## config.mk

```make
export PLATFORM = sky130hd
export DESIGN_NAME = ssd_obuf_flat
export DESIGN_NICKNAME = d
export VERILOG_FILES = /design/src/rtl/core/ssd_pkg.sv /design/src/rtl/core/ssd_rsp_if.sv /design/src/rtl/core/ssd_obuf.sv /design/src/flat_wrapper.sv
export SDC_FILE = /design/constraint.sdc
export NUM_CORES = 1
export LEC_CHECK = 0
export BUFFER_PORTS_ARGS = -buffer_cell sky130_fd_sc_hd__buf_2
export CORE_ASPECT_RATIO = 0.9
export CORE_MARGIN = 1.5
export CORE_UTILIZATION = 50
export DETAILED_ROUTE_END_ITERATION = 8
export PLACE_DENSITY = 0.87
export SKIP_LAST_GASP = 1
export SLEW_MARGIN = 15
export SYNTH_ARGS = -nofsm -noshare
export SYNTH_HDL_FRONTEND = slang
export SYNTH_SLANG_ARGS = --single-unit
```

## constraint.sdc

```tcl
create_clock -name clock -period 4.5 [get_ports clock]
set_input_delay 0.225 -clock clock [delete_from_list [all_inputs] [get_ports clock]]
set_output_delay 0.225 -clock clock [all_outputs]
set_load 0.01 [all_outputs]
```

## src/rtl/core/ssd_pkg.sv

```systemverilog
// ============================================================================
// ssd_pkg
// Shared widths, types and constants of the segment distance pipeline.
// ============================================================================
`default_nettype none

package ssd_pkg;

   localparam int CoordBits = 16;
   localparam int FracBits  = 8;
   localparam int InW       = 16;
   localparam int DistW     = 25;
   localparam int Lanes     = 4;

   localparam int DiffW = CoordBits + 1;
   localparam int ProdW = 2 * DiffW;
   localparam int SumW  = ProdW + 1;
   localparam int MagW  = 2 * CoordBits + 1;
   localparam int LoW   = DiffW;
   localparam int HiW   = MagW - LoW;
   localparam int SqW   = 2 * MagW;
   localparam int NumW  = SqW + 2 * FracBits;
   localparam int DenW  = MagW;
   localparam int QW    = MagW + 2 * FracBits;
   localparam int RW    = (QW + 1) / 2;
   localparam int XW    = 2 * RW;
   localparam int SatW  = (RW > DistW) ? RW : DistW;

   localparam logic [DistW-1:0] DMax = '1;

   typedef logic signed [DiffW-1:0] diff_type;

   typedef struct packed {
      logic valid;
      logic touch;
   } side_type;

   typedef struct packed {
      logic [NumW-1:0] num;
      logic [DenW-1:0] den;
      logic            perp;
      logic [QW-1:0]   endn;
   } lane_type;

   typedef struct packed {
      logic [DistW-1:0] distance_q8;
      logic             segments_touch;
   } rsp_type;

endpackage

`default_nettype wire

```

## src/rtl/core/ssd_rsp_if.sv

```systemverilog
// ============================================================================
// ssd_rsp_if
// Response channel: distance and touch flag per item.
// ============================================================================
`default_nettype none

interface ssd_rsp_if import ssd_pkg::*; ();
   logic             valid;
   logic             ready;
   logic [DistW-1:0] distance_q8;
   logic             segments_touch;

   modport source (output valid, distance_q8, segments_touch, input ready);
   modport sink   (input valid, distance_q8, segments_touch, output ready);
endinterface

`default_nettype wire

```

## src/rtl/core/ssd_obuf.sv

```systemverilog
// ============================================================================
// ssd_obuf
// Two-entry output buffer; decouples the pipeline from the response sink.
// ============================================================================
`default_nettype none

module ssd_obuf import ssd_pkg::*; (
   input  logic       clock,
   input  logic       reset,
   input  logic       in_valid,
   input  rsp_type    in_data,
   output logic       full,
   ssd_rsp_if.source  rsp
);

   localparam logic [1:0] Slots = 2'd2;

   rsp_type    mem_ff [2];
   logic       wp_ff, rp_ff;
   logic [1:0] cnt_ff;
   logic       push, pop;

   assign full = (cnt_ff == Slots);
   assign push = in_valid && !full;
   assign pop  = rsp.valid && rsp.ready;

   always_ff @(posedge clock) begin
      if (reset) begin
         wp_ff  <= 1'b0;
         rp_ff  <= 1'b0;
         cnt_ff <= '0;
      end else begin
         if (push) wp_ff <= !wp_ff;
         if (pop)  rp_ff <= !rp_ff;
         cnt_ff <= cnt_ff + {1'b0, push} - {1'b0, pop};
      end
   end

   always_ff @(posedge clock) begin
      if (push) begin
         mem_ff[wp_ff] <= in_data;
      end
   end

   assign rsp.valid          = (cnt_ff != '0);
   assign rsp.distance_q8    = mem_ff[rp_ff].distance_q8;
   assign rsp.segments_touch = mem_ff[rp_ff].segments_touch;

endmodule

`default_nettype wire

```

## src/flat_wrapper.sv

```systemverilog
// flat-port wrapper written by rule: the top's interface ports become plain ports
module ssd_obuf_flat import ssd_pkg::*;
  (clock, reset, in_valid, in_data, full, rsp_valid, rsp_distance_q8, rsp_segments_touch, rsp_ready);
  ssd_rsp_if rsp_i ();
  input  logic clock;
  input  logic reset;
  input  logic in_valid;
  input  rsp_type in_data;
  output logic full;
  output wire logic [$bits(rsp_i.valid)-1:0] rsp_valid;
  output wire logic [$bits(rsp_i.distance_q8)-1:0] rsp_distance_q8;
  output wire logic [$bits(rsp_i.segments_touch)-1:0] rsp_segments_touch;
  input wire logic [$bits(rsp_i.ready)-1:0] rsp_ready;
  assign rsp_valid = rsp_i.valid;
  assign rsp_distance_q8 = rsp_i.distance_q8;
  assign rsp_segments_touch = rsp_i.segments_touch;
  assign rsp_i.ready = rsp_ready;
  ssd_obuf u_core (.clock(clock), .reset(reset), .in_valid(in_valid), .in_data(in_data), .full(full), .rsp(rsp_i));
endmodule
```

# ---- Word level (Yosys, flattened, before mapping)
# Memories as Yosys holds them, arrays and structs flattened. A register that Yosys moved wholly into a read port is not among the register bits.
# Cells that the tools add are included.
dict set report classes {
  addsub 2
  n_eq_ne 1
  n_mux 4
  n_reduce_logical 6
}
# operator count
set op_table {}
lappend op_table {{1-bit 2-to-1 mux} 4}
lappend op_table {{1-bit zero test} 3}
lappend op_table {{2-bit by 1-bit adder with 2-bit output} 1}
lappend op_table {{2-bit equality test, second input constant} 1}
lappend op_table {{1-bit logical AND} 2}
lappend op_table {{2-bit nonzero test} 1}
lappend op_table {{2-bit by 1-bit subtractor with 2-bit output} 1}
dict set report word_totals {
  regBits 4
  ramBits 52
  in_bits 30
  out_inout_bits 28
  mem_count 1
}
# name words word_bits read_ports rd_ports_with_merged_regs write_ports line
set memory_table {}
lappend memory_table {u_core.mem_ff 2 26 1 1 1 ssd_obuf.sv:18} ;# rsp_type mem_ff [2];

# ---- Longest topological paths before layout
dict set report logic_depth {
  depth_word 5
  depth_mapped 7
}

# ---- Worst setup path after synthesis
# No wires, ideal clock.
dict set report synth_path {
  path_type {reg2reg}
  start {reg u_core.cnt_ff[0]}
  end {mem u_core.mem_ff[0][0] (netlist bit), enable pin}
  arrival_time_ns 1.860
  required_ns 4.088
  slack_ns 2.228
  path_stages_with_launch 4
  path_buffers 0
  synth_period_minus_slack_ns 2.272
  cell_sequence {dfxtp_1 nand2b_1 and2_2 nor2b_1}
}
dict set report synth_via {
  elab_chain_len 5
}
# item line
set synth_rtl {}
lappend synth_rtl {{from (decl)} ssd_obuf.sv:20} ;# logic [1:0] cnt_ff;
lappend synth_rtl {{from (signal assigned)} ssd_obuf.sv:35} ;# cnt_ff <= cnt_ff + {1'b0, push} - {1'b0, pop};
lappend synth_rtl {{2-bit equality test} ssd_obuf.sv:23} ;# assign full = (cnt_ff == Slots);
lappend synth_rtl {{1-bit zero test} ssd_obuf.sv:24} ;# assign push = in_valid && !full;
lappend synth_rtl {{1-bit logical AND} ssd_obuf.sv:24}
lappend synth_rtl {{via u_core.push} ssd_obuf.sv:21} ;# logic push, pop;
lappend synth_rtl {{1-bit 2-to-1 mux} ssd_obuf.sv:40} ;# if (push) begin
lappend synth_rtl {{1-bit 2-to-1 mux (implied by the code)} ssd_obuf.sv:41} ;# mem_ff[wp_ff] <= in_data;
lappend synth_rtl {{to (decl)} ssd_obuf.sv:18}
# The timed path passes the listed nets, and every way through them passes these cells.

==> flow_summary.json <==
{
  "final_area_sq_um": 2705,
  "drt_iter0_markers": 68,
  "wire_per_inst_microns": 14.66,
  "critical_path_class": "reg -> out",
  "floorplan.rows": 22,
  "clk_pin_slew_ns": 0.06,
  "post-cts-setup-buffer-count": 0,
  "rsz0062_at_grt": "false",
  "cts-root-buf": "clkbuf_8",
  "fin_tns_setup_ns": 0,
  "end_kind": "primary output",
  "drive_above_1_share": 0.5611,
  "final.min_clock_period_ns": 1.948,
  "remaining_drc_errors": 0,
  "synth_area_sq_um": 2225,
  "skew_ns": 0.007378,
  "placedCellCount": 224,
  "synth_nets": 140,
  "drtPass1Iterations": 4,
  "worstMarginPinSlew_ns": 0.7854,
  "synth-seq-cells": 57,
  "regToRegSetupSlack_ns": 2.63,
  "critPathSlowestCell": "dfxtp_2",
  "finalCritPeriodShare": 0.4329,
  "finalMaxSlewViolations": 0,
  "antenna_left": 0,
  "grt_pass1_wl_mm": 5.306,
  "core_area_sq_um": 4184,
  "grt_usage": 0.1622,
  "fmax_ghz": 0.5134,
  "grt_pass1_vias": 1150,
  "antenna_found_initial": 0,
  "r2r-end": "u_core.mem_ff[0][15]$_DFFE_PP_",
  "initial_core_util": 0.5317,
  "cp.arrival_ns": 1.72,
  "num_io_pins": 58,
  "fin_cells": 240,
  "numCtsBuffers": 9,
  "hold_path.class": "in -> reg",
  "worstPathRequired_ns": 4.28,
  "die-area_sq_um": 4859,
  "cp-endpoint": "rsp_distance_q8[1]",
  "critical_path.cell_chain": "mux2_2, buf_2",
  "synth_cell_types": 19,
  "cts_buffer_depth": 2,
  "maxCapViolations": 0,
  "final_common_cell": "buf_2",
  "gr-total-overflow": 0,
  "gp_congestion": 0.7859,
  "viasPerCell": 4.754,
  "finalSetupViolCount": 0,
  "htree_levels": 3,
  "status": "completed",
  "holdBufCountCts": 0,
  "drt-total-wl_mm": 3.518,
  "power.density_nw_per_um2": 557.5,
  "dp_hpwl_mm": 2.501,
  "critPathLaunchType": "register",
  "nFillCells": 316,
  "peakVddDrop_mv": 0.3012,
  "final_nets": 207,
  "grt_start_max_net_pins": 27,
  "via_count": 1141,
  "hold_viol_final": 0,
  "yosysSeqAreaShare": 0.7469,
  "cts_sinks": 57,
  "die_h_microns": 66.28,
  "p_leak_nw": 1.090,
  "final_cell_mix": "buf_2, edfxtp_1, mux2_4",
  "avgSynthCellArea_sq_um": 20.60,
  "reg2reg_depth": 4,
  "portBuffers": 57,
  "cts_resized": 0,
  "clk_latency_ns": 0.32,
  "r2r_start": "u_core.cnt_ff[0]$_SDFF_PP0_",
  "area_growth_pct": 21.60,
  "tritoncts": "done",
  "slew_headroom": 0.4764,
  "num_antenna_cells": 0,
  "synthCells": 108,
  "die_x_microns": 73.31,
  "cpPeakStageDelay_ns": 0.84,
  "ys_warn_count": 0,
  "placed_area_sq_um": 2552,
  "worstPathMaxFanout": 26
}
-- sequential cells by signal, summed over array words and instances, names as in the netlist, named ones only --
signal         flops
u_core.wp_ff       1
u_core.mem_ff     52
u_core.cnt_ff      2
u_core.rp_ff       1
-- stage by stage --
| stage | power, mW | utilization | worst slack, ns | hold slack [ns] |
|---|---|---|---|---|
| 2_1_floorplan | 1.044 | - | 2.228 | 0.2966 |
| 3_3_place_gp | 1.138 | 0.6100 | 2.793 | 0.4151 |
| 3_5_place_dp | 1.160 | 0.6100 | 2.614 | 0.4165 |
| 4_1_cts | 1.533 | 0.6465 | 2.493 | 0.06221 |
| 5_1_grt | 1.598 | 0.6465 | 2.428 | 0.06073 |
| 6_report | 1.508 | 0.6465 | 2.552 | 0.08892 |
-- report_power, final --
group / switching, mW / leakage (nW) / internal (mW)
registers: 0.0689 / 0.527 / 0.676
clock network: 0.179 / 0.0800 / 0.190
logic: 0.167 / 0.483 / 0.228
-- layer usage --
| layer | GRT usage | wire length (microns) | vias to the layer above |
|---|---|---|---|
| li1 | - | - | 545 |
| met1 | 0.1759 | 1464 | 544 |
| met2 | 0.2500 | 1712 | 46 |
| met3 | 0.09146 | 292 | 6 |
| met4 | 0.09028 | 48 | 0 |
| met5 | 0 | 0 | - |
-- cells by family after synthesis --
group / share of synthesized area
flops: 0.7469
mux: 0.1654
simple gates: 0.02925
buf+inv: 0.02812
xor+xnor: 0.01181
compound gates: 0.007314
fa+ha+maj: 0.01125
-- area by class of cell --
type                    instances  area, sq um  area share
well taps                      60        75.07     0.02775
clock buffers                  10        127.6     0.04718
repair buffers                 59        300.3      0.1110
multi-input cells              45        503.0      0.1859
inverters                       3        11.26    0.004163
flip-flops and latches         57         1663      0.6147
clock inverters                 6        25.02    0.009251
-- worst min path at each step --
| stage | startpoint | to | depth (start not counted) |
|---|---|---|---|
| floorplan | reset | u_core.cnt_ff[0]$_SDFF_PP0_ | 1 |
| global placement | in_data[18] | u_core.mem_ff[1][18]$_DFFE_PP_ | 1 |
| detailed placement | in_data[16] | u_core.mem_ff[1][16]$_DFFE_PP_ | 1 |
| CTS | in_data[16] | u_core.mem_ff[0][16]$_DFFE_PP_ | 1 |
| global route | in_data[16] | u_core.mem_ff[0][16]$_DFFE_PP_ | 1 |
| finish | in_data[16] | u_core.mem_ff[0][16]$_DFFE_PP_ | 1 |
-- worst max-delay path, delay by kind of cell (launching register included) --
| kind | cells | cell delay [ns] |
|---|---|---|
| multiplexers | 1 | 0.42 |
| flip-flops | 1 | 0.84 |
| buffers and inverters | 1 | 0.14 |
-- cell usage after synthesis --
cell       n  area [sq um]
buf_12     2         40.04
edfxtp_1  52          1562
xnor2_1    2         17.52
and3_1     1         6.260
nor2_1     4         15.01
buf_6      1         11.26
mux2_2     6         67.56
xor2_1     1         8.760
nand3_1    1         5.000
mux2_4    20         300.3
o21ai_2    1         8.760
inv_1      3         11.26
nand2b_1   2         12.51
nor2b_1    2         12.51
dfxtp_1    5         100.1
and2_2     1         7.510
o21a_1     1         7.510
ha_1       2         25.02
or2_2      1         6.260
Note: power is estimated with default switching activity, not from simulation.
